--- config.mk ---
export PLATFORM = sky130hd
export DESIGN_NAME = mwo_scale
export DESIGN_NICKNAME = d
export VERILOG_FILES = /design/src/rtl/core/mwo_pkg.sv /design/src/rtl/core/mwo_scale.sv
export SDC_FILE = /design/constraint.sdc
export NUM_CORES = 2
export LEC_CHECK = 0
export ABC_AREA = 0
export BUFFER_PORTS_ARGS = -buffer_cell sky130_fd_sc_hd__clkbuf_2
export CAP_MARGIN = 20
export CORE_MARGIN = 2
export CORE_UTILIZATION = 30
export DETAILED_ROUTE_END_ITERATION = 12
export SYNTH_ARGS = -nofsm -noshare
export SYNTH_HDL_FRONTEND = slang
export SYNTH_SLANG_ARGS = --single-unit
--- constraint.sdc ---
create_clock -name clk -period 8.95 [get_ports clk]
set_input_delay 1.79 -clock clk [delete_from_list [all_inputs] [get_ports clk]]
set_output_delay 1.79 -clock clk [all_outputs]
set_load 0.05 [all_outputs]
--- src/rtl/core/mwo_pkg.sv ---
// ----------------------------------------------------------------------------
// mwo_pkg: shared types and constants for the mecanum wheel odometry block
// Command codes, fixed field widths, pipeline control groups.
// ----------------------------------------------------------------------------
package mwo_pkg;

  localparam int NUM_WHEELS   = 4;
  localparam int CMD_BITS     = 2;
  localparam int SCALE_BITS   = 32;
  localparam int OUT_BITS     = 48;
  localparam int ROUND_SHIFT  = 18;
  localparam int HI_SHIFT     = SCALE_BITS - ROUND_SHIFT;
  localparam int PIPE_STAGES  = 8;

  localparam logic [CMD_BITS-1:0] CMD_UPDATE = 2'd0;
  localparam logic [CMD_BITS-1:0] CMD_CLEAR  = 2'd1;
  localparam logic [CMD_BITS-1:0] CMD_REREF  = 2'd2;

  localparam logic [SCALE_BITS-1:0] MM_PER_COUNT_RESET = 32'd6501707;

  localparam logic [OUT_BITS-1:0] OUT_POS_MAX = {1'b0, {(OUT_BITS-1){1'b1}}};
  localparam logic [OUT_BITS-1:0] OUT_NEG_MAG = {1'b1, {(OUT_BITS-1){1'b0}}};

  // load enables of the merge and accumulate stages
  typedef struct packed {
    logic merge_ld;
    logic acc_ld;
  } acc_ctl_t;

  // load enables of the scaling pipeline
  typedef struct packed {
    logic abs_ld;
    logic mul_lo_ld;
    logic mul_hi_ld;
    logic sat_ld;
    logic out_ld;
  } scale_ctl_t;

endpackage

--- src/rtl/core/mwo_scale.sv ---
// ----------------------------------------------------------------------------
// mwo_scale: accumulator to millimetre Q32.16 scaler
// Sign-magnitude multiply by the Q0.32 scale in two partial products, round, saturate.
// ----------------------------------------------------------------------------
module mwo_scale #(
  parameter int SUM_BITS = 40
) (
  input  logic                                clk,
  input  mwo_pkg::scale_ctl_t                 ctl,
  input  logic [mwo_pkg::SCALE_BITS-1:0]      mm_per_count,
  input  logic signed [SUM_BITS-1:0]          acc,
  output logic [mwo_pkg::OUT_BITS-1:0]        out_r
);

  localparam int SB      = mwo_pkg::SCALE_BITS;
  localparam int HI_BITS = (SUM_BITS > SB) ? (SUM_BITS - SB) : 1;
  localparam int MAG_W   = SB + HI_BITS;
  localparam int T_W     = 2 * SB + 1;
  localparam int R_W     = HI_BITS + mwo_pkg::HI_SHIFT + T_W - mwo_pkg::ROUND_SHIFT;
  localparam logic [T_W-1:0] RND = T_W'(1) << (mwo_pkg::ROUND_SHIFT - 1);

  logic [SUM_BITS-1:0]              mag_c;
  logic [MAG_W-1:0]                 mag_r;
  logic [2*SB-1:0]                  plo_r;
  logic [HI_BITS-1:0]               mhi_r;
  logic [HI_BITS+SB-1:0]            phi_r;
  logic [T_W-1:0]                   t_r;
  logic [R_W-1:0]                   r_c;
  logic [mwo_pkg::OUT_BITS-1:0]     rs_c, rs_r;
  logic                             neg4_r, neg5_r, neg6_r, neg7_r;

  always_comb begin
    mag_c = acc[SUM_BITS-1] ? (~acc + 1'b1) : acc;
  end

  always_ff @(posedge clk) begin
    if (ctl.abs_ld) begin
      mag_r  <= MAG_W'(mag_c);
      neg4_r <= acc[SUM_BITS-1];
    end
    if (ctl.mul_lo_ld) begin
      plo_r  <= mag_r[SB-1:0] * mm_per_count;
      mhi_r  <= mag_r[MAG_W-1:SB];
      neg5_r <= neg4_r;
    end
    if (ctl.mul_hi_ld) begin
      phi_r  <= mhi_r * mm_per_count;
      t_r    <= {1'b0, plo_r} + RND;
      neg6_r <= neg5_r;
    end
  end

  always_comb begin
    r_c = R_W'({phi_r, {mwo_pkg::HI_SHIFT{1'b0}}})
        + R_W'(t_r[T_W-1:mwo_pkg::ROUND_SHIFT]);
    if (neg6_r) begin
      rs_c = (r_c > R_W'(mwo_pkg::OUT_NEG_MAG)) ? mwo_pkg::OUT_NEG_MAG
                                                : r_c[mwo_pkg::OUT_BITS-1:0];
    end else begin
      rs_c = (r_c > R_W'(mwo_pkg::OUT_POS_MAX)) ? mwo_pkg::OUT_POS_MAX
                                                : r_c[mwo_pkg::OUT_BITS-1:0];
    end
  end

  always_ff @(posedge clk) begin
    if (ctl.sat_ld) begin
      rs_r   <= rs_c;
      neg7_r <= neg6_r;
    end
    if (ctl.out_ld) begin
      out_r <= neg7_r ? (~rs_r + 1'b1) : rs_r;
    end
  end

endmodule

==> reports/metrics.yaml <==
status: "completed"
hold_class: "reg -> reg"
r2r-end: "plo_r[47]$_DFFE_PP_"
finalWirelength_um: 143000
postLayoutSetupSlackWorst_ns: 0.207
wire_per_inst_um: 17.9
die_width_um: 426
final_cell_mix: "inv_1, fa_1, nand2_1"
grt_remaining_overflow: 0
synth_edf_count: 282
grt_max_degree: 75
min_period_ns: 8.74
dieArea_mm2: 0.182
synth_flop_cell: "edfxtp_1"
netlist_area_mm2: 0.0535
num-nets-final: 7140
cpPeakStageDelay_ns: 0.57
slew_violations: 0
r2r_cells: 26
fin_util_pct: 33.7
timing.rr.start: "mag_r[11]$_DFFE_PP_"
core_area_mm2: 0.177
cts_hold_buf: 0
final_cells: 8000
die_y_um: 426
finClkSkew_ns: 0.0289
crit_path_end_kind: "flop"
dr.pass1.iters: 5
worstSkewPairLatency_ns: 0.59
cts_root_buf: "clkbuf_16"
fmaxAchievable_mhz: 114
yosys_warnings: 0
antenna_found_initial: 11
worst_slew_pin_slew_ns: 1.10
grt_pass1_vias: 40705
gp_congestion: 0.877
ys_types: 67
synthesis.nets: 7016
rows: 154
dp_hpwl_um: 119000
synth_area_per_cell_um2: 9.71
ant_nets: 0
drive_above_1_share_pct: 8.08
clkSinkCount: 282
drt_iter0_markers: 2204
required_ns: 9.29
cts_tree: "yes"
maxCapViolCount: 0
grt_usage_pct: 16.2
cp_max_fo: 23
rsz0062_at_grt: "no"
cpMaxStageDelayCell: "fa_1"
synthArstFlopShare_pct: 0
via_per_inst: 4.69
vias: 37523
path_clk_slew_ns: 0.06
ys_seq_area_share_pct: 15.8
report.final.hold_viol_count: 0
cts_buffers: 35
r2r_slack_ns: 0.59
initial_core_util_pct: 30.3
layout_commonest_cell: "inv_1"
drc: 0
syn_inst: 5506
cpMostUsedCell: "fa_1"
endpoint: "plo_r[47]$_DFFE_PP_"
synth_seq_cells: 282
worst-setup-path-type: "in -> reg"
post-cts-setup-buffer-count: 0
clk_path_buf_depth: 3
dpl_worst_slack_ns: -0.636
n_fill_cell: 17822
grt_pass1_wl_um: 231000
finalSetupViolations: 0
hold-worst-slack_ns: 0.418
cts_max_level: 2
place_inst: 7930
io_buffer_count: 125
crit_arrival_ns: 9.09
period_share_pct: 97.7
syn2layout_area_growth_pct: 11.2
crit_path_start_kind: "input port"
ios: 126
timing.slew.headroom_pct: 26.7
startpoint: "mm_per_count[8]"
[cells in the mapped netlist (35+ instances only)]
cell type,instances,area share (%)
xor2_1,50,0.82
and2_1,694,8.1
a21oi_1,142,1.3
a21o_1,52,0.73
nand2_1,713,5.0
nand3_1,39,0.36
clkbuf_1,280,2.0
inv_1,1089,7.6
edfxtp_1,282,16
fa_1,1076,40
nand4_1,35,0.41
ha_1,356,8.3
nor2_1,83,0.58
o21ai_0,92,0.86
xnor2_1,190,3.1
[worst max-delay path, delay by kind of cell]
family,cells,cell delay [ns]
and+or+nand+nor,2,0.35
adders and majority gates,9,4.27
buffers and inverters,9,0.93
xor gates and xnor gates,1,0.14
AOI/OAI and AO/OA,8,1.55
[cells by family after synthesis]
family                   synth area share [%]
AND/OR/NAND/NOR                          16.5
adder cells (fa/ha/maj)                  48.6
buffers and inverters                    9.67
AO/OA/AOI/OAI                            5.46
flip-flops                               15.8
XOR/XNOR                                 3.93
multiplexers                           0.0398
[layer usage]
metal	up-vias	routed length, um	global-route usage, %
met3	163	9190	2.86
met5	-	37	0
li1	17054	-	-
met2	969	65000	25.8
met4	6	2800	3.39
met1	19331	66100	22.9
[through the flow]
stage,cell area [um^2],setup TNS (ns)
floorplan,53500,0
global placement,58100,-7.41
detailed placement,58200,-8.90
CTS,59300,0
global route,59500,0
finish,59500,0
[state kept, by name, indices dropped and copies added (netlist names)]
name / count
out_r: 48
rs_r: 48
plo_r: 47
t_r: 47
mag_r: 40
phi_r: 40
mhi_r: 8
neg4_r: 1
neg5_r: 1
neg6_r: 1
neg7_r: 1
[area by class of cell]
cell class                      instances  area (um^2)  area share [%]
Antenna cell                            4         10.0          0.0168
Clock buffer                           38          887            1.49
Clock inverter                         25          236           0.398
Inverter                             1089         4090            6.87
Multi-Input combinational cell       3848        39900            67.1
Sequential cell                       282         8470            14.2
Tap cell                             2340         2930            4.92
Timing Repair Buffer                  374         2950            4.96
[worst min-delay path by stage]
stage,startpoint,to,slack (ns),depth (start not counted)
global placement,mag_r[33]$_DFFE_PP_,mhi_r[1]$_DFFE_PP_,0.40,0
global route,mag_r[32]$_DFFE_PP_,mhi_r[0]$_DFFE_PP_,0.43,0
floorplan,mag_r[32]$_DFFE_PP_,mhi_r[0]$_DFFE_PP_,0.40,0
finish,mag_r[32]$_DFFE_PP_,mhi_r[0]$_DFFE_PP_,0.42,0
CTS,mag_r[32]$_DFFE_PP_,mhi_r[0]$_DFFE_PP_,0.42,0
detailed placement,mag_r[32]$_DFFE_PP_,mhi_r[0]$_DFFE_PP_,0.41,0
[timing repair]
action / 4_1_cts / 5_1_grt
setup endpoints to repair: 1 / 16
endpoints found under the hold margin: 0 / 0
resized for setup: 0 / 20
pin swaps: 1 / 2
Power is not shown: default switching activity piles up to over one toggle a cycle in this logic, so the estimate is an artifact.
