<file path="src/rtl/core/mwo_pkg.sv">
// ----------------------------------------------------------------------------
// mwo_pkg: shared types and constants for the mecanum wheel odometry block
// Command codes, fixed field widths, pipeline control groups.
// ----------------------------------------------------------------------------
package mwo_pkg;

  localparam int NUM_WHEELS   = 4;
  localparam int CMD_BITS     = 2;
  localparam int SCALE_BITS   = 32;
  localparam int OUT_BITS     = 48;
  localparam int ROUND_SHIFT  = 18;
  localparam int HI_SHIFT     = SCALE_BITS - ROUND_SHIFT;
  localparam int PIPE_STAGES  = 8;

  localparam logic [CMD_BITS-1:0] CMD_UPDATE = 2'd0;
  localparam logic [CMD_BITS-1:0] CMD_CLEAR  = 2'd1;
  localparam logic [CMD_BITS-1:0] CMD_REREF  = 2'd2;

  localparam logic [SCALE_BITS-1:0] MM_PER_COUNT_RESET = 32'd6501707;

  localparam logic [OUT_BITS-1:0] OUT_POS_MAX = {1'b0, {(OUT_BITS-1){1'b1}}};
  localparam logic [OUT_BITS-1:0] OUT_NEG_MAG = {1'b1, {(OUT_BITS-1){1'b0}}};

  // load enables of the merge and accumulate stages
  typedef struct packed {
    logic merge_ld;
    logic acc_ld;
  } acc_ctl_t;

  // load enables of the scaling pipeline
  typedef struct packed {
    logic abs_ld;
    logic mul_lo_ld;
    logic mul_hi_ld;
    logic sat_ld;
    logic out_ld;
  } scale_ctl_t;

endpackage

</file>
<file path="src/rtl/core/mwo_body_acc.sv">
// ----------------------------------------------------------------------------
// mwo_body_acc: mecanum merge and body accumulators
// Combines the four wheel deltas into body sums and accumulates them, saturated.
// ----------------------------------------------------------------------------
module mwo_body_acc #(
  parameter int ANGLE_BITS = 13,
  parameter int SUM_BITS   = 40
) (
  input  logic                                         clk,
  input  logic                                         rst_n,
  input  mwo_pkg::acc_ctl_t                            ctl,
  input  logic [mwo_pkg::CMD_BITS-1:0]                 cmd_in,
  input  logic [mwo_pkg::NUM_WHEELS-1:0][ANGLE_BITS:0] deltas,
  output logic signed [SUM_BITS-1:0]                   sum_x_r,
  output logic signed [SUM_BITS-1:0]                   sum_y_r
);

  localparam int DW = ANGLE_BITS + 3;
  localparam logic signed [SUM_BITS-1:0] SUM_MAX = {1'b0, {(SUM_BITS-1){1'b1}}};
  localparam logic signed [SUM_BITS-1:0] SUM_MIN = {1'b1, {(SUM_BITS-1){1'b0}}};

  logic signed [DW-1:0]            d0, d1, d2, d3;
  logic signed [DW-1:0]            dx_nxt, dy_nxt;
  logic signed [DW-1:0]            dx_r, dy_r;
  logic [mwo_pkg::CMD_BITS-1:0]    cmd_r;
  logic signed [SUM_BITS:0]        sx_wide, sy_wide;
  logic signed [SUM_BITS-1:0]      sum_x_nxt, sum_y_nxt;

  function automatic logic signed [SUM_BITS-1:0] clamp(input logic signed [SUM_BITS:0] s);
    logic signed [SUM_BITS-1:0] res;
    if (s[SUM_BITS] != s[SUM_BITS-1]) begin
      res = s[SUM_BITS] ? SUM_MIN : SUM_MAX;
    end else begin
      res = s[SUM_BITS-1:0];
    end
    return res;
  endfunction

  always_comb begin
    d0     = DW'($signed(deltas[0]));
    d1     = DW'($signed(deltas[1]));
    d2     = DW'($signed(deltas[2]));
    d3     = DW'($signed(deltas[3]));
    dx_nxt = d0 + d1 - d2 - d3;
    dy_nxt = d1 - d0 - d2 + d3;
  end

  always_ff @(posedge clk) begin
    if (ctl.merge_ld) begin
      dx_r  <= dx_nxt;
      dy_r  <= dy_nxt;
      cmd_r <= cmd_in;
    end
  end

  always_comb begin
    sx_wide = (SUM_BITS+1)'(sum_x_r) + (SUM_BITS+1)'(dx_r);
    sy_wide = (SUM_BITS+1)'(sum_y_r) + (SUM_BITS+1)'(dy_r);
    case (cmd_r)
      mwo_pkg::CMD_UPDATE: begin
        sum_x_nxt = clamp(sx_wide);
        sum_y_nxt = clamp(sy_wide);
      end
      mwo_pkg::CMD_CLEAR: begin
        sum_x_nxt = '0;
        sum_y_nxt = '0;
      end
      default: begin
        sum_x_nxt = sum_x_r;
        sum_y_nxt = sum_y_r;
      end
    endcase
  end

  always_ff @(posedge clk) begin
    if (!rst_n) begin
      sum_x_r <= '0;
      sum_y_r <= '0;
    end else if (ctl.acc_ld) begin
      sum_x_r <= sum_x_nxt;
      sum_y_r <= sum_y_nxt;
    end
  end

  a_clear_zeroes: assert property (@(posedge clk) disable iff (!rst_n)
    ctl.acc_ld && (cmd_r == mwo_pkg::CMD_CLEAR) |=> (sum_x_r == '0) && (sum_y_r == '0))
    else $error("accumulators not zero after clear");

  a_hold_idle: assert property (@(posedge clk) disable iff (!rst_n)
    !ctl.acc_ld |=> $stable(sum_x_r) && $stable(sum_y_r))
    else $error("accumulator moved without a beat");

  a_other_cmd_holds: assert property (@(posedge clk) disable iff (!rst_n)
    ctl.acc_ld && (cmd_r != mwo_pkg::CMD_UPDATE) && (cmd_r != mwo_pkg::CMD_CLEAR)
    |=> $stable(sum_x_r) && $stable(sum_y_r))
    else $error("accumulator moved on a command that leaves it alone");

endmodule

</file>
<file path="config.mk">
export PLATFORM = sky130hd
export DESIGN_NAME = mwo_body_acc
export DESIGN_NICKNAME = d
export VERILOG_FILES = /design/src/rtl/core/mwo_pkg.sv /design/src/rtl/core/mwo_body_acc.sv
export SDC_FILE = /design/constraint.sdc
export NUM_CORES = 1
export LEC_CHECK = 0
export BUFFER_PORTS_ARGS = -buffer_cell sky130_fd_sc_hd__buf_2
export CELL_PAD_IN_SITES_DETAIL_PLACEMENT = 0
export CELL_PAD_IN_SITES_GLOBAL_PLACEMENT = 2
export CORE_ASPECT_RATIO = 0.8
export CORE_MARGIN = 2
export CORE_UTILIZATION = 39
export DETAILED_ROUTE_END_ITERATION = 12
export GPL_ROUTABILITY_DRIVEN = 0
export PLACE_DENSITY_LB_ADDON = 0.1
export SYNTH_ARGS = -nofsm -noshare
export SYNTH_HDL_FRONTEND = slang
export SYNTH_SLANG_ARGS = --single-unit
</file>
<file path="constraint.sdc">
create_clock -name clk -period 9.8 [get_ports clk]
set_input_delay 1.47 -clock clk [delete_from_list [all_inputs] [get_ports clk]]
set_output_delay 1.47 -clock clk [all_outputs]
set_load 0.01 [all_outputs]
</file>
==> impl_metrics.tcl, run 1 <==
set metrics [dict create \
    cts_root_buffer "clkbuf_16" \
    grt_pass1_vias 9636 \
    finalCritPeriodShare 0.5554 \
    clk_latency_ns 0.42 \
    cts-htree-levels 4 \
    wirelength_um 32740 \
    yosysSeqAreaShare 0.2279 \
    grt_overflow 0 \
    power_density_nw_per_um2 271.8 \
    hold_depth 2 \
    setup_viol 0 \
    core_area_um2 29150 \
    crit_fanout 3 \
    hp-class "reg2reg" \
    cpLargestDelayFamily "compound AO/OA/AOI/OAI gates" \
    synth_warnings 0 \
    antenna_found_initial 0 \
    fin_tns_setup_ns 0 \
    cp_data_arrival_time_ns 5.71 \
    nets 1734 \
    maxCapViolCount 0 \
    drcViolationCount 0 \
    async_reset_ff_frac 0 \
    syn_inst 1388 \
    min_from "sum_y_r[36]$_SDFFE_PN0P_" \
    outcome "completed" \
    swShare 0.4705 \
    num_vias 10220 \
    grt_max_degree 68 \
    power.static_leakage_nw 6.253 \
    rr_startpoint "dy_r[15]$_DFFE_PP_" \
    post-cts-setup-buffers 0 \
    numCtsBuffers 17 \
    crit_path_max_incr_delay_ns 0.64 \
    ios 142 \
    fin_ws_ns 4.357 \
    start_util 0.3947 \
    endpoint_kind "flop" \
    critPathLaunchType "input pin" \
    path_clk_slew_ns 0.06 \
    tightest_slew_ns 0.8841 \
    syn-num-nets 1622 \
    synth_seq_cells 114 \
    min_to "sum_y_r[36]$_SDFFE_PN0P_" \
    max-clock-path-buffers 2 \
    drive_gt1_frac 0.1362 \
    synth_top_area_frac 0.1392 \
    syn_to_final_growth_pct 14.08 \
    cts_tree "built" \
    pwr-share-seq 0.200 \
    clockPowerShare 0.177 \
    irDropWorstVdd_v 0.0001221 \
    grt_pass1_wl_um 51920 \
    die_h_um 157.6 \
    dr.first_iter.drc_count 622 \
    power_frac_comb 0.624 \
    crit_type "in2reg" \
    synth_area_leaders "dfxtp_1 (14%), ha_1 (12%), fa_1 (10%)" \
    io_buffers 141 \
    ant_nets 0 \
    final_common_cell "buf_2" \
    cts.sinks 114 \
    antenna_cells 0 \
    syn_area_um2 11510 \
    path_cells "buf_2 -> inv_1 -> fa_1 -> inv_1 -> fa_1 -> inv_1 -> ha_1 -> fa_1 -> a21o_1 -> a21oi_1 -> o21ai_0 -> a21o_1 -> a21oi_1 -> o21ai_0 -> o41ai_1 -> or4b_2 -> o211ai_1" \
    slew_headroom 0.3954 \
    place_ws_ns 3.924 \
    dr.pass1.iters 6 \
    track_usage 0.2121 \
    reg2reg_setup_slack_ns 5.22 \
    p_switching_mw 1.678 \
    yosys.cell_types.count 73 \
    cp_slowest_cell "or4b_2" \
    skew_ns 0.01033 \
    ys.flop_type "dfxtp_1" \
    fmax_ghz 0.1837 \
    cts_resized 0 \
    p_int_mw 1.889 \
    final_cell_mix "buf_2 (141), a21oi_1 (138), nand2_1 (132)" \
    via_per_inst 5.405 \
    die_area_um2 30900 \
    hold_buffers 0 \
    layout_min_cycle_time_ns 5.443 \
    drv_slew 0 \
    rsz0062_at_grt "false" \
    die_x_um 196.0 \
    hold_viol_final 0 \
    regToRegEndpoint "sum_y_r[24]$_SDFFE_PN0P_" \
    rows 56 \
    synth_top_cell_by_area "dfxtp_1" \
    wl_per_cell_um 17.32 \
    reg2reg_depth 12 \
    avgSynthCellArea_um2 8.290 \
    dpl.hpwl_um 25320 \
    required_ns 10.06 \
    critPathBufInv 4 \
    synth-edff-count 34 \
]
## state kept, by name, summed over array words and instances, names as in the netlist
register,flops
dy_r,16
sum_y_r,40
dx_r,16
cmd_r,2
sum_x_r,40
## metrics by stage
stage | instances | power, mW | util | hold slack (ns) | cell area [um^2]
finish | 1890 | 3.567 | 0.4503 | 0.4646 | 13130
floorplan | 1388 | 2.397 | - | 0.4854 | 11510
detailed placement | 1858 | 2.932 | 0.4303 | 0.4593 | 12540
CTS | 1890 | 3.583 | 0.4503 | 0.4675 | 13130
global placement | 1858 | 2.939 | 0.4303 | 0.4553 | 12540
global route | 1890 | 3.895 | 0.4503 | 0.4849 | 13130
## kinds of logic after synthesis
kind of cell               count (synthesis)  synth area share
buffers and inverters                    189           0.06274
AOI/OAI and AO/OA                        459            0.2629
and+or+nand+nor                          358            0.1468
adders and majority gates                172            0.2262
muxes                                      2          0.001849
xor gates and xnor gates                  94           0.07155
DFF                                      114            0.2279
## power by group through the flow
stage          clock network, mW  registers, mW  logic [mW]
2_1_floorplan                  0          0.736        1.66
3_3_place_gp                   0          0.723        2.22
3_5_place_dp                   0          0.722        2.21
4_1_cts                    0.649          0.714        2.22
5_1_grt                    0.667          0.725        2.50
6_report                   0.630          0.713        2.22
## worst max path at each step
stage	endpoint	cells past startpoint	from	slack, ns
after CTS	dx_r[14]$_DFFE_PP_	17	deltas[28]	4.33
after detailed placement	dx_r[14]$_DFFE_PP_	17	deltas[28]	3.92
after floorplan	dx_r[14]$_DFFE_PP_	16	deltas[28]	4.40
after global routing	dx_r[14]$_DFFE_PP_	17	deltas[28]	4.09
final	dx_r[14]$_DFFE_PP_	17	deltas[28]	4.36
after global placement	dx_r[14]$_DFFE_PP_	17	deltas[28]	4.01
## cell usage after synthesis, types with 4 or more instances
library cell  number
o21a_1            16
a31oi_1            8
nor4_1             7
fa_1              60
o21ai_1           30
and3_1            18
nand4_1           19
a211oi_1          16
and2_1             8
or3_1              7
o21ai_0           65
clkbuf_1          52
a21oi_1          138
ha_1             112
nor2b_1           10
xor2_1            34
a21boi_0           6
o211ai_1          14
nor2_1            86
inv_1            131
xnor2_1           60
a211o_1           10
a31o_2             5
dfxtp_1           80
a32o_1             8
o41ai_1            4
nand2b_1           6
a2111oi_0          4
o31ai_1            5
nand3_1           22
or2_2              7
o21bai_1          13
a21o_1            52
nor3_1            18
nand2_1          132
a221oi_1          34
a41oi_1            4
edfxtp_1          34
## worst reg2reg max path: cells and delay by family, from the launching register on
family | cells | cell delay [ns]
and+or+nand+nor | 4 | 1.15
AOI/OAI and AO/OA | 4 | 1.07
buffers and inverters | 2 | 0.70
xor gates and xnor gates | 1 | 0.67
adders and majority gates | 1 | 0.55
DFF | 1 | 0.36
## area by class of cell
class / count / area (um^2)
Inverter: 132 / 495.5
Multi-Input combinational cell: 1085 / 8179
Sequential cell: 114 / 2623
Clock inverter: 15 / 158.9
Timing Repair Buffer: 150 / 773.2
Fill cell: 2944 / 16020
Clock buffer: 17 / 425.4
Tap cell: 377 / 471.7
## metal layers
metal / up-vias / global-route usage / routed length [um]
met2: 225 / 0.3072 / 13100
li1: 5235 / - / -
met4: 0 / 0.03427 / 179
met5: - / 0 / 0
met3: 11 / 0.02919 / 1459
met1: 4745 / 0.3348 / 18000
No activity file was read; power rests on OpenSTA's default activity.
==> run 2, diff against run 1 <==
--- a/config.mk
+++ b/config.mk
@@ -5,12 +5,13 @@
 export SDC_FILE = /design/constraint.sdc
 export NUM_CORES = 1
 export LEC_CHECK = 0
+export ABC_AREA = 1
 export BUFFER_PORTS_ARGS = -buffer_cell sky130_fd_sc_hd__buf_2
 export CELL_PAD_IN_SITES_DETAIL_PLACEMENT = 0
 export CELL_PAD_IN_SITES_GLOBAL_PLACEMENT = 2
 export CORE_ASPECT_RATIO = 0.8
 export CORE_MARGIN = 2
-export CORE_UTILIZATION = 39
+export CORE_UTILIZATION = 30
 export DETAILED_ROUTE_END_ITERATION = 12
 export GPL_ROUTABILITY_DRIVEN = 0
 export PLACE_DENSITY_LB_ADDON = 0.1
==> constraint.sdc (replaced) <==
create_clock -name clk -period 5 [get_ports clk]
set_input_delay 0.75 -clock clk [delete_from_list [all_inputs] [get_ports clk]]
set_output_delay 0.75 -clock clk [all_outputs]
set_load 0.01 [all_outputs]
==> impl_metrics.tcl, run 2 <==
set metrics [dict create \
    outcome "completed" \
    clockPowerShare 0.163 \
    swShare 0.5170 \
    wl_per_cell_um 16.62 \
    crit_fanout 27 \
    dpl.hpwl_um 37040 \
    num_vias 12740 \
    required_ns 5.31 \
    avgSynthCellArea_um2 6.617 \
    antenna_cells 0 \
    rows 68 \
    cts.sinks 114 \
    die_x_um 238.1 \
    crit_type "reg2reg" \
    power_frac_comb 0.655 \
    path_cells "ha_1 -> a21oi_1 -> nand2_1 -> a21oi_1 -> nand3_2 -> nand2_2 -> nand2_1 -> nand2_1 -> nand2_2 -> nand2_2 -> buf_4 -> nand3_2 -> nand2_2 -> a21oi_2" \
    crit_path_max_incr_delay_ns 1.03 \
    critPathLaunchType "flop" \
    hold_depth 1 \
    synth_warnings 0 \
    hold_buffers 0 \
    endpoint_kind "flop" \
    track_usage 0.2012 \
    cts_root_buffer "clkbuf_16" \
    cts_resized 0 \
    max-clock-path-buffers 2 \
    layout_min_cycle_time_ns 3.852 \
    rr_startpoint "dy_r[15]$_DFFE_PP_" \
    power.static_leakage_nw 7.597 \
    synth_top_area_frac 0.1812 \
    grt_pass1_wl_um 70280 \
    cp_slowest_cell "edfxtp_1" \
    antenna_found_initial 1 \
    die_area_um2 45550 \
    core_area_um2 43220 \
    cts-htree-levels 4 \
    synth_area_leaders "nand2_1 (18%), dfxtp_1 (12%), ha_1 (11%)" \
    postPlaceCellArea_um2 14420 \
    ant_nets 0 \
    fin_hold_ws_ns 0.4699 \
    hp-class "in2reg" \
    reg2reg_depth 14 \
    syn_inst 1988 \
    synth_seq_cells 114 \
    cts_tree "built" \
    final_common_cell "nand2_1" \
    syn_to_final_growth_pct 14.20 \
    finalCritPeriodShare 0.7704 \
    power_mw 8.041 \
    setup_viol 0 \
    post-cts-setup-buffers 0 \
    synth.most_common_cell "nand2_1" \
    wirelength_um 44750 \
    die_h_um 191.3 \
    rsz0062_at_grt "false" \
    cpLargestDelayFamily "simple AND/OR/NAND/NOR gates" \
    via_per_inst 4.731 \
    drv_slew 0 \
    cpMostUsedCell "nand2_2" \
    min_to "cmd_r[1]$_DFFE_PP_" \
    synth_top_cell_by_area "nand2_1" \
    start_util 0.3043 \
    synth-edff-count 34 \
    nets 2353 \
    tightest_slew_ns 1.041 \
    drcViolationCount 0 \
    io_buffers 141 \
    syn-num-nets 2222 \
    p_switching_mw 4.157 \
    drive_gt1_frac 0.1318 \
    skew_ns 0.01963 \
    fin_area_um2 15020 \
    reg_top3 "sum_x_r: 40 flops, sum_y_r: 40 flops" \
    p_int_mw 3.884 \
    regToRegEndpoint "sum_y_r[34]$_SDFFE_PN0P_" \
    path_clk_slew_ns 0.06 \
    ios 142 \
    reg2reg_setup_slack_ns 1.15 \
    postLayoutCoreUtil 0.3476 \
    cp_data_arrival_time_ns 4.16 \
    slew_headroom 0.3057 \
    yosysSeqAreaShare 0.1994 \
    multi_input_area_um2 9199 \
    grt_overflow 0 \
    fmax_ghz 0.2596 \
    numCtsBuffers 17 \
    grt_max_degree 81 \
    min_from "cmd_in[1]" \
    final_cell_mix "nand2_1 (635), inv_1 (284), a21oi_1 (167)" \
    critPathBufInv 1 \
    synthTopCellsByCount "nand2_1 (635), inv_1 (284), a21oi_1 (167)" \
    yosys.cell_types.count 36 \
    ys.flop_type "dfxtp_1" \
    fin_ws_ns 1.148 \
    placed_cells 2660 \
    hold_viol_final 0 \
    maxCapViolCount 0 \
    async_reset_ff_frac 0 \
    syn_area_um2 13150 \
    power_density_nw_per_um2 535.3 \
    clk_latency_ns 0.47 \
    dr.first_iter.drc_count 793 \
    place_ws_ns 0.8755 \
    fillers 4824 \
    dr.pass1.iters 5 \
    grt_pass1_vias 12460 \
    fin_tns_setup_ns 0 \
    register_area_um2 2623 \
    instances_no_fill 2692 \
    irDropWorstVdd_v 0.0002825 \
    pwr-share-seq 0.183 \
]
-- run 2: worst max path at each step --
stage | startpoint | end | slack (ns) | cells after the start
detailed placement | deltas[0] | dy_r[12]$_DFFE_PP_ | 0.88 | 16
CTS | dy_r[15]$_DFFE_PP_ | sum_y_r[34]$_SDFFE_PN0P_ | 1.14 | 14
finish | dy_r[15]$_DFFE_PP_ | sum_y_r[34]$_SDFFE_PN0P_ | 1.15 | 14
global placement | deltas[0] | dy_r[12]$_DFFE_PP_ | 0.91 | 16
global route | dy_r[15]$_DFFE_PP_ | sum_y_r[34]$_SDFFE_PN0P_ | 0.83 | 14
floorplan | deltas[0] | dy_r[12]$_DFFE_PP_ | 1.32 | 15
-- run 2: area by class of cell --
type | instances | share of cell area
clock buffer | 17 | 0.02832
multi-input combinational | 1544 | 0.6124
clock inverter | 15 | 0.01208
inverter | 289 | 0.07221
timing repair buffer | 153 | 0.05381
tap | 560 | 0.04664
sequential | 114 | 0.1746
-- run 2: cell families after synthesis --
group / Yosys count / synth area share
buffers and inverters: 330 / 0.1019
AOI/OAI and AO/OA: 279 / 0.1181
xor gates and xnor gates: 76 / 0.05060
adders and majority gates: 172 / 0.1978
and+or+nand+nor: 1017 / 0.3322
DFF: 114 / 0.1994
-- run 2: metal layers --
metal,part of all wire,global-route usage
met3,0.040,0.03451
met4,0.0085,0.03534
met2,0.39,0.2851
met5,0.00029,0
met1,0.56,0.3154
-- run 2: power by group through the flow --
stage          clock network (mW)  logic [mW]  registers, mW
6_report                     1.31        5.27           1.47
5_1_grt                      1.38        5.98           1.50
4_1_cts                      1.35        5.30           1.47
3_5_place_dp                    0        5.26           1.49
3_3_place_gp                    0        5.31           1.49
2_1_floorplan                   0        3.89           1.46
