<file path="src/rtl/core/mwo_wheel_lane.sv">
// ----------------------------------------------------------------------------
// mwo_wheel_lane: one wheel's angle tracker
// Holds the last angle and registers the unwrapped angle change of a beat.
// ----------------------------------------------------------------------------
module mwo_wheel_lane #(
  parameter int ANGLE_BITS = 13
) (
  input  logic                         clk,
  input  logic                         rst_n,
  input  logic                         ld,
  input  logic                         is_update,
  input  logic                         first_pass,
  input  logic                         wheel_valid,
  input  logic [ANGLE_BITS-1:0]        wheel_count,
  output logic signed [ANGLE_BITS:0]   delta_r
);

  localparam logic signed [ANGLE_BITS:0] HALF     = (ANGLE_BITS+1)'(1) << (ANGLE_BITS - 1);
  localparam logic signed [ANGLE_BITS:0] NEG_HALF = -HALF;
  // adding or subtracting a full turn is the same flip of the sign bit here
  localparam logic [ANGLE_BITS:0]        FULL     = {1'b1, {ANGLE_BITS{1'b0}}};

  logic [ANGLE_BITS-1:0]      last_r;
  logic signed [ANGLE_BITS:0] diff;
  logic signed [ANGLE_BITS:0] wrapped;
  logic                       use_wheel;

  always_comb begin
    diff      = $signed({1'b0, wheel_count}) - $signed({1'b0, last_r});
    wrapped   = ((diff > HALF) || (diff < NEG_HALF)) ? $signed(diff ^ FULL) : diff;
    use_wheel = is_update && wheel_valid;
  end

  always_ff @(posedge clk) begin
    if (!rst_n) begin
      last_r <= '0;
    end else if (ld && use_wheel) begin
      last_r <= wheel_count;
    end
  end

  always_ff @(posedge clk) begin
    if (ld) begin
      delta_r <= (use_wheel && !first_pass) ? wrapped : '0;
    end
  end

endmodule

</file>
<file path="config.mk">
export PLATFORM = sky130hd
export DESIGN_NAME = mwo_wheel_lane
export DESIGN_NICKNAME = d
export VERILOG_FILES = /design/src/rtl/core/mwo_wheel_lane.sv
export SDC_FILE = /design/constraint.sdc
export NUM_CORES = 1
export LEC_CHECK = 0
export BUFFER_PORTS_ARGS = -buffer_cell sky130_fd_sc_hd__buf_2
export CAP_MARGIN = 20
export CORE_MARGIN = 10
export CORE_UTILIZATION = 30
export DETAILED_ROUTE_END_ITERATION = 7
export PLACE_DENSITY_LB_ADDON = 0.3
export SYNTH_ARGS = -nofsm -noshare
export SYNTH_HDL_FRONTEND = slang
export SYNTH_SLANG_ARGS = --single-unit
</file>
<file path="constraint.sdc">
create_clock -name clk -period 3.65 [get_ports clk]
set_input_delay 0 -clock clk [delete_from_list [all_inputs] [get_ports clk]]
set_output_delay 0 -clock clk [all_outputs]
set_load 0.005 [all_outputs]
</file>
==> metrics.md, run 1 <==
| Metric | Value |
|---|---|
| Status | finished clean |
| Drt total wl | approximately 3400 um |
| Cells after synthesis | 180 |
| Starting Density | 0.3163 |
| Synth cell count leaders | nand2_1, nor2_1, inv_1 |
| Post-layout minimum cycle time | 2.472 ns |
| Initial antenna violation count | 0 |
| Number of routed nets with antenna violations | 0 |
| Async S/R FF share, synth | 0 |
| Skew final | between 0.0008 and 0.0009 ns |
| Row count | 26 |
| Power Dens Cells | ~320 nW/um^2 |
| Busiest layer in global routing | met2 |
| Ant. Diodes | 0 |
| Final WS setup | 1.178 ns |
| CTS tree | built |
| Slowest CP cell | dlygate4sd3_1 |
| Crit path kind | in -> reg |
| Worst-path clk slew | 0.09 ns |
| Critical path's largest stage delay | ~0.51 ns |
| Placed cell area | 1872 sq um |
| Syn Nets | 213 |
| Final GP Congestion | 0.8047 |
| Clk_lat worst skew | 0.27 ns |
| Setup TNS | 0 ns |
| Final setup viols | 0 |
| Post-synth EDFFs | 14 |
| Layout cells sized above 1 | 0.1964 |
| Synth Flop Type | edfxtp_1 |
| Num Clock Sinks | 27 |
| Syn Area/Cell | 9.148 sq um |
| RSZ-0062 raised after global routing | false |
| Top-area cell type share of the netlist area | 0.2553 |
| Max frequency | roughly 400 MHz |
| Placeable Area | about 5200 sq um |
| Final slew viol count | 0 |
| Max-Cap Viols | 0 |
| DR iter-0 viols | 76 |
| Yosys Warn Count | 0 |
| CP Data Required Time | about 3.7 ns |
| Crit-path cells | dlygate4sd3_1, buf_2, inv_1, ha_1, fa_1, and2b_1, o2111ai_2, a32oi_2, a21o_1, a21oi_2, xor2_1, a31oi_1 |
| Largest area contributor in the netlist | edfxtp_1 |
| Yosys reg bits | 27 |
| Hold crit path type | in -> reg |
| Ports | 33 |
| Place WS | 1.306 ns |
| Critical Path Source | wheel_count[0] |
| Count of different cell masters after synthesis | 36 |
| Leak pwr | around 0.00084 uW |
| Root Buffer | clkbuf_8 |
| Met1 global-route usage | 0.1053 |
| # nets final | 258 |
| I/O Buffers | 32 |
| Vias in the first global route | around 1.3k |
| Vias after detailed routing | between 1k and 1.5k |
| TritonCTS Buffers | 3 |
| WL per Instance | between 10 and 15 um |
| Top-count cell post-synth | nand2_1 |
| Relative slew slack | 0.6576 |
| Clk buf depth | 2 |
| H-tree lvl count | 1 |
| Via density | around 4.4 |
| R2r startpoint | last_r[0] |
| Worst Tran Pin Value | just over 0.5 ns |
| Cell area after layout | around 2000 sq um |
| M3 GR Usage | 0.01359 |
| Maximum fanout along the worst path | 3 |
| First-pass detailed-route iteration total | 4 |
| Final period utilization | 0.6774 |
| Die area | 8852 sq um |
| WP data arrival | roughly 2.5 ns |
| Final HPWL DP | 2739 um |
| Area contributors post-synth | edfxtp_1, dfxtp_1, ha_1, nand2_1, a21boi_0 |
| DRC violations left | 0 |
| Post-cts resize count | 0 |
| GRT Overall Usage | 0.08179 |
| HP Start | rst_n |
| P&R area growth vs syn | 24.39% |
| Type of origin of the critical path | input port |
| Final Hold Violating Endpoints | 0 |
| VDD IR max | 0.0001328 V |
| Setup Fix Bufs, Post-CTS | 0 |
| Remaining Overflow, GRT | 0 |
| DIE HEIGHT | 94.09 um |
| Largest net degree at the start of global routing | 17 |
| Post-synthesis sequential area ratio | 0.4134 |
| Die width | between 90 and 100 um |
| Global-route wire length before repair | 5989 um |
| Cell Area, Synth | 1647 sq um |
| CP Capture Type | flip-flop |
| Met2 Resource Use GR | 0.1279 |
## cell usage in the layout, fill, tap and decap left out, drive strengths merged, types with 2 or more instances in the layout
cell type	Yosys	layout
buf	1	32
nand2	32	32
dfxtp	13	13
o21bai	2	2
nand3	4	4
nor2	19	19
a21boi	13	13
xnor2	6	6
inv	17	17
o2111ai	2	2
o21ai	4	4
dlygate4sd3	0	13
a21oi	7	7
xor2	4	4
a21o	5	5
clkbuf	4	3
ha	13	13
nand2b	5	5
edfxtp	14	14
## final timing paths
path / end / slack, ns / cells past startpoint
worst max-delay path: delta_r[13] / 1.18 / 12
worst min-delay path: last_r[4] / 0.08 / 2
worst min register to register: last_r[4] / 0.47 / 2
worst max register to register: delta_r[13] / 1.27 / 9
## per-stage QoR
stage	hold slack (ns)	total power [uW]	std cells	util
floorplan	0.1125	448.7	180	-
global placement	0.2639	492.6	277	0.3596
detailed placement	0.2751	492.7	277	0.3596
CTS	0.08178	672.7	294	0.3935
global route	0.07865	713.3	294	0.3935
finish	0.07972	661.9	294	0.3935
## registers in the layout (all words and copies together) (netlist names)
signal   cells
delta_r     14
last_r      13
## layout make-up
cell class	instances	area (sq um)
fillers	551	3157
multi-input cells	131	879.6
flip-flops and latches	27	680.7
repair buffers	45	290.3
well taps	70	87.58
inverters	17	63.81
clock buffers	3	41.29
clock inverters	1	5.005
## routing by layer
layer	vias up	routed length, um
li1	702	-
met1	560	1597
met2	27	1520
met3	5	163
met4	0	74
met5	-	0
## worst max-delay path: cells and delay by family
kind	cells	cell delay, ns
XOR/XNOR	1	0.19
AO/OA/AOI/OAI	5	0.79
AND/OR/NAND/NOR	1	0.23
buffers and inverters	3	0.67
adder cells (fa/ha/maj)	2	0.59
## timing repair
action,CTS,global route
hold endpoints to repair,13,0
setup endpoints to repair,0,0
hold buffers,13,0
## power by group
| group | switching (uW) | internal (uW) |
|---|---|---|
| clock network | 90.6 | 76.5 |
| registers | 3.76 | 333 |
| logic | 84.9 | 73.5 |
| total | 179 | 483 |
## cells by family after synthesis
logic type	synth area share
and+or+nand+nor	0.1718
AOI/OAI and AO/OA	0.1923
DFF	0.4134
xor gates and xnor gates	0.05319
muxes	0.006079
adders and majority gates	0.1109
buffers and inverters	0.05243
(Power assumes the default switching activity.)
==> run 2: changes to the inputs <==
ABC_AREA = 1   (was not set)
clock period = 2.14 ns   (was 3.65 ns; I/O delays follow)
==> metrics.md, run 2 <==
| Metric | Value |
|---|---|
| Worst hold margin | 0.01106 ns (was 0.07972 ns) |
| Hold crit path type | in -> reg (unchanged) |
| Area contributors post-synth | edfxtp_1, dfxtp_1, nand2_1, inv_1, ha_1 (was edfxtp_1, dfxtp_1, ha_1, nand2_1, a21boi_0) |
| Global-route wire length before repair | 7265 um (was 5989 um) |
| Status | finished clean (unchanged) |
| Top-count cell post-synth | nand2_1 (unchanged) |
| Yosys Warn Count | 0 (unchanged) |
| Post-layout minimum cycle time | 1.931 ns |
| Clk_lat worst skew | 0.28 ns (was 0.27 ns) |
| First-pass detailed-route iteration total | 4 (unchanged) |
| Syn Nets | 295 (was 213) |
| Async S/R FF share, synth | 0 (unchanged) |
| Final WS setup | 0.2087 ns (was 1.178 ns) |
| Via density | 4.404 (was 4.401) |
| Vias after detailed routing | 1625 (was 1294) |
| Die area | 9688 sq um (was 8852 sq um) |
| Post-cts resize count | 0 (unchanged) |
| Type of origin of the critical path | flip-flop (was input port) |
| Synth Flop Type | edfxtp_1 (unchanged) |
| Critical path's largest stage delay | 0.35 ns (was 0.51 ns) |
| Ant. Diodes | 0 (unchanged) |
| Skew final | 0.006599 ns (was 0.0008685 ns) |
| VDD IR max | 0.0002737 V (was 0.0001328 V) |
| Relative slew slack | 0.7829 (was 0.6576) |
| # nets final | 328 (was 258) |
| Crit-path cells | ha_1, fa_2, inv_1, nand3_1, nand2_2, nand2_2, nand2_1, nand2_1, nand2_2, nand2_1, inv_1, nand3_1, nor2_1, nor2_1 (was dlygate4sd3_1, buf_2, inv_1, ha_1, fa_1, and2b_1, o2111ai_2, a32oi_2, a21o_1, a21oi_2, xor2_1, a31oi_1) |
| DIE HEIGHT | 98.43 um (was 94.09 um) |
| H-tree lvl count | 1 (unchanged) |
| CTS tree | built (unchanged) |
| Largest area contributor in the netlist | edfxtp_1 (unchanged) |
| Setup Fix Bufs, Post-CTS | 0 (unchanged) |
| Row count | 28 (was 26) |
| Slowest CP cell | fa_2 (was dlygate4sd3_1) |
| DR iter-0 viols | 61 (was 76) |
| Fillers | 658 (was 551) |
| Num Clock Sinks | 27 (unchanged) |
| Ports | 33 (unchanged) |
| Final HPWL DP | 3289 um (was 2739 um) |
| Initial antenna violation count | 0 (unchanged) |
| Post-synthesis sequential area ratio | 0.3688 (was 0.4134) |
| Clk buf depth | 2 (unchanged) |
| GRT Overall Usage | 0.08614 (was 0.08179) |
| Max frequency | a little over 500 MHz |
| Final Hold Violating Endpoints | 0 (unchanged) |
| Count of different cell masters after synthesis | 23 (was 36) |
| Commonest non-fill, non-tap cell in the layout | nand2_1 |
| Leak pwr | 0.001081 uW (was 0.0008385 uW) |
| Cell Area, Synth | 1846 sq um (was 1647 sq um) |
| Worst Tran Pin Value | 0.3253 ns (was 0.5121 ns) |
| RSZ-0062 raised after global routing | false (unchanged) |
| Final setup viols | 0 (unchanged) |
| Synth cell count leaders | nand2_1, inv_1, nor2_1 (was nand2_1, nor2_1, inv_1) |
| Layout cells sized above 1 | 0.1769 (was 0.1964) |
| WL per Instance | 10.56 um (was 11.41 um) |
| Cells after synthesis | 262 (was 180) |
| Reg with most FFs | delta_r (unchanged) |
| R2r startpoint | last_r[0] (unchanged) |
| FF-to-FF End | delta_r[13] (unchanged) |
| Cell family with most CP delay | simple AND/OR/NAND/NOR gates (was compound AO/OA/AOI/OAI gates) |
| CP Capture Type | flip-flop (unchanged) |
| HP Start | wheel_count[10] (was rst_n) |
| Largest net degree at the start of global routing | 27 (was 17) |
| Final period utilization | 0.9025 |
| Max reg flops | 14 (unchanged) |
| Vias in the first global route | 1643 (was 1284) |
| Drt total wl | 3895 um (was 3356 um) |
| Hold path depth | 3 (was 2) |
| Setup TNS | 0 ns (unchanged) |
| DRC violations left | 0 (unchanged) |
| Power Dens Cells | 577.2 nW/um^2 (was 323.2 nW/um^2) |
| Max-Cap Viols | 0 (unchanged) |
| Syn Area/Cell | 7.044 sq um (was 9.148 sq um) |
| R2R setup slack | 0.21 ns (was 1.27 ns) |
| Root Buffer | clkbuf_8 (unchanged) |
| Post-Place Cells | 365 (was 277) |
| Final GP Congestion | 0.8295 (was 0.8047) |
| Starting Density | 0.3099 (was 0.3163) |
| Top Registers | delta_r (14), last_r (13) (unchanged) |
| Non-filler cells, final | 369 (was 294) |
| Placeable Area | 5956 sq um (was 5205 sq um) |
| Maximum fanout along the worst path | 3 (unchanged) |
| CP Data Required Time | 2.18 ns (was 3.67 ns) |
| WP data arrival | 1.98 ns (was 2.49 ns) |
| Crit path kind | reg -> reg (was in -> reg) |
| Worst-path clk slew | 0.10 ns (was 0.09 ns) |
| Hold Path Sink | last_r[10] (was last_r[4]) |
| Number of routed nets with antenna violations | 0 (unchanged) |
| Cells on worst reg2reg path | 14 (was 9) |
| Top-area cell type share of the netlist area | 0.2278 (was 0.2553) |
| P&R area growth vs syn | 15.53% (was 24.39%) |
| Most frequent cells in the layout | nand2_1, inv_1, buf_2 (was nand2_1, buf_2, nor2_1) |
| Hold-fix buffers at CTS | 0 (was 13) |
| Post-synth EDFFs | 14 (unchanged) |
| Worst path bufs/invs | 2 (was 3) |
| Die width | 98.43 um (was 94.09 um) |
| Remaining Overflow, GRT | 0 (unchanged) |
| TritonCTS Buffers | 3 (unchanged) |
| I/O Buffers | 32 (unchanged) |
| Yosys reg bits | 27 (unchanged) |
| Place WS | 0.1508 ns (was 1.306 ns) |
| Final slew viol count | 0 (unchanged) |
-- run 2: worst max path at each step --
stage | start | endpoint | slack (ns) | depth (start not counted)
2_1_floorplan | last_r[0] | delta_r[13] | 0.27 | 14
3_3_place_gp | last_r[0] | delta_r[13] | 0.20 | 14
3_5_place_dp | last_r[0] | delta_r[13] | 0.15 | 14
4_1_cts | last_r[0] | delta_r[13] | 0.13 | 14
5_1_grt | last_r[0] | delta_r[13] | 0.007 | 14
6_report | last_r[0] | delta_r[13] | 0.21 | 14
-- run 2: tightest hold or removal path: stages --
cell and delay [ns]:
buf_2 0.09, o21ai_0 0.07, a21oi_1 0.10
-- run 2: routing by layer --
metal  vias up  share of wire  GRT usage
li1        887              -          -
met2        32           0.41     0.1291
met1       702           0.52     0.1142
met3         4          0.070    0.03003
met5         -              0          0
met4         0         0.0072    0.02315
-- run 2: metrics by stage --
step	area [sq um]	total power [uW]	utilization
finish	2132	1231	0.3580
floorplan	1846	847.7	-
detailed placement	2081	939.1	0.3494
global route	2132	1337	0.3580
CTS	2130	1250	0.3576
global placement	2081	934.9	0.3494
-- run 2: report_power, final --
group	switching, uW	internal, uW	leakage, uW	total (uW)
sequential	6.64	573	0.000251	579
combinational	215	129	0.000808	345
clock	174	133	0.0000217	306
-- run 2: cell families (layout without fill, tap and decap cells) --
| logic type | count (synthesis) | count (layout) | share of synthesized area |
|---|---|---|---|
| buffers and inverters | 58 | 90 | 0.1220 |
| and+or+nand+nor | 127 | 127 | 0.3064 |
| xor gates and xnor gates | 3 | 3 | 0.01424 |
| AOI/OAI and AO/OA | 33 | 33 | 0.08949 |
| DFF | 27 | 27 | 0.3688 |
| adders and majority gates | 14 | 14 | 0.09899 |
-- run 2: layout make-up --
type | count | area, sq um | area share
inverters | 53 | 198.9 | 0.09331
well taps | 75 | 93.84 | 0.04401
clock buffers | 3 | 41.29 | 0.01937
flip-flops and latches | 27 | 680.7 | 0.3192
multi-input cells | 177 | 942.2 | 0.4419
repair buffers | 33 | 167.7 | 0.07864
clock inverters | 1 | 7.507 | 0.003521
==> run 3: changes to the inputs <==
CORE_UTILIZATION = 50   (was 30)
==> metrics.md, run 3 (synthesis gave the netlist of run 2 again) <==
| Metric | Value |
|---|---|
| H-tree lvl count | 1 (unchanged) |
| Critical Path Source | last_r[0] (unchanged) |
| Final setup viols | 0 (unchanged) |
| I/O Buffers | 32 (unchanged) |
| TritonCTS Buffers | 3 (unchanged) |
| Post-Place Cells | 338 (was 365) |
| Setup TNS | 0 ns (unchanged) |
| Relative slew slack | 0.7849 (was 0.7829) |
| Power Dens Cells | 579.9 nW/um^2 (was 577.2 nW/um^2) |
| Design Power | 1215 uW (was 1231 uW) |
| Combinational share of power | 0.283 (was 0.280) |
| Worst Tran Pin Value | 0.3223 ns (was 0.3253 ns) |
| DR iter-0 viols | 75 (was 61) |
| Max-Cap Viols | 0 (unchanged) |
| WL per Instance | 10.54 um (was 10.56 um) |
| Layout cells sized above 1 | 0.1769 (unchanged) |
| RSZ-0062 raised after global routing | false (unchanged) |
| Status | finished clean (unchanged) |
| Final WS setup | 0.2037 ns (was 0.2087 ns) |
| Die area | 6521 sq um (was 9688 sq um) |
| Starting Density | 0.5118 (was 0.3099) |
| Clk buf depth | 2 (unchanged) |
| Maximum fanout along the worst path | 3 (unchanged) |
| Via density | 4.743 (was 4.404) |
| Number of routed nets with antenna violations | 0 (unchanged) |
| Final period utilization | 0.9048 (was 0.9025) |
| P&R area growth vs syn | 13.49% (was 15.53%) |
| First-pass detailed-route iteration total | 4 (unchanged) |
| Most frequent cells in the layout | nand2_1, inv_1, buf_2 (unchanged) |
| Drt total wl | 3605 um (was 3895 um) |
| Non-filler cells, final | 342 (was 369) |
| WP data arrival | 1.97 ns (was 1.98 ns) |
| Cell area after layout | 2095 sq um (was 2132 sq um) |
| Switching power | 378.7 uW (was 395.9 uW) |
| Row count | 22 (was 28) |
| CP Capture Type | flip-flop (unchanged) |
| Reg with most FFs | delta_r (unchanged) |
| Ant. Diodes | 0 (unchanged) |
| Vias in the first global route | 1519 (was 1643) |
| Worst-path clk slew | 0.09 ns (was 0.10 ns) |
| Commonest non-fill, non-tap cell in the layout | nand2_1 (unchanged) |
| Max frequency | 516.4 MHz (was 517.8 MHz) |
| Clk_lat worst skew | 0.27 ns (was 0.28 ns) |
| Placeable Area | 3606 sq um (was 5956 sq um) |
| R2r startpoint | last_r[0] (unchanged) |
| Clock power share | 0.240 (was 0.249) |
| VDD IR max | 0.0002922 V (was 0.0002737 V) |
| Global-route wire length before repair | 6382 um (was 7265 um) |
| Final Hold Violating Endpoints | 0 (unchanged) |
| Placed cell area | 2047 sq um (was 2081 sq um) |
| Largest net degree at the start of global routing | 27 (unchanged) |
| HP Start | wheel_count[11] (was wheel_count[10]) |
| Skew final | 0.004555 ns (was 0.006599 ns) |
| Post-layout minimum cycle time | 1.936 ns (was 1.931 ns) |
| CP Data Required Time | 2.18 ns (about the same) |
| Die width | 80.76 um (was 98.43 um) |
| DIE HEIGHT | 80.76 um (was 98.43 um) |
| Initial antenna violation count | 0 (unchanged) |
| Setup Fix Bufs, Post-CTS | 0 (unchanged) |
| Crit path kind | reg -> reg (unchanged) |
| Sw Share | 0.3118 (was 0.3217) |
| Final GP Congestion | 0.8519 (was 0.8295) |
| Num Clock Sinks | 27 (unchanged) |
| Max reg flops | 14 (unchanged) |
| Remaining Overflow, GRT | 0 (unchanged) |
| Seq pwr share | 0.477 (was 0.471) |
| Top Registers | delta_r (14), last_r (13) (unchanged) |
| Leak pwr | 0.001082 uW (was 0.001081 uW) |
| Int Pwr | 835.9 uW (was 834.7 uW) |
| GRT Overall Usage | 0.1162 (was 0.08614) |
| R2R setup slack | 0.20 ns (was 0.21 ns) |
| Hold crit path type | in -> reg (unchanged) |
| Root Buffer | clkbuf_8 (unchanged) |
| Final HPWL DP | 3075 um (was 3289 um) |
| # nets final | 328 (unchanged) |
| Final slew viol count | 0 (unchanged) |
| Place WS | 0.1331 ns (was 0.1508 ns) |
| Ports | 33 (unchanged) |
| Type of origin of the critical path | flip-flop (unchanged) |
| DRC violations left | 0 (unchanged) |
| Fillers | 384 (was 658) |
| CTS tree | built (unchanged) |
| Vias after detailed routing | 1622 (was 1625) |
[run 3: timing repair]
item	4_1_cts	5_1_grt
endpoints found under the setup margin	0	1
hold buffers	0	0
resized for setup	0	2
[run 3: path summary, 6_finish.rpt]
kind,end,cells after the start
setup reg to reg,delta_r[13],14
hold / removal,last_r[11],3
setup / recovery,delta_r[13],14
hold reg to reg,last_r[5],2
[run 3: metrics by stage]
step                  util  hold WS, ns
floorplan                -       0.1125
global route        0.5808      0.05455
detailed placement  0.5677       0.3053
finish              0.5808      0.02146
global placement    0.5677       0.2963
CTS                 0.5802      0.02233
[run 3: critical path: stages (launching register included)]
cell and delay, ns:
dfxtp_1 0.33, ha_1 0.20, fa_2 0.37, inv_2 0.08, nand3_1 0.07, nand2_2 0.10
nand2_2 0.05, nand2_1 0.07, nand2_1 0.06, nand2_2 0.07, nand2_1 0.05, inv_1 0.05
nand3_1 0.06, nor2_1 0.10, nor2_1 0.04
[run 3: area by class of cell]
cell class / count / area (sq um) / area share
multi-input combinational: 177 / 942.2 / 0.4498
sequential: 27 / 680.7 / 0.3250
inverter: 53 / 198.9 / 0.09498
timing repair buffer: 33 / 167.7 / 0.08005
tap: 48 / 60.06 / 0.02867
clock buffer: 4 / 45.04 / 0.02151
[run 3: power by group through the flow]
| stage | registers, uW | clock network [uW] | logic [uW] |
|---|---|---|---|
| after floorplan | 594 | 0 | 254 |
| after global placement | 590 | 0 | 342 |
| after detailed placement | 592 | 0 | 345 |
| after CTS | 580 | 298 | 346 |
| after global routing | 583 | 317 | 403 |
| final | 579 | 292 | 343 |
[run 3: routing by layer]
metal | part of all wire | up-vias | global-route usage
met5 | 0 | - | 0
met4 | 0.010 | 0 | 0.03114
met3 | 0.063 | 5 | 0.01987
met2 | 0.44 | 32 | 0.1879
met1 | 0.49 | 696 | 0.1563
li1 | - | 889 | -
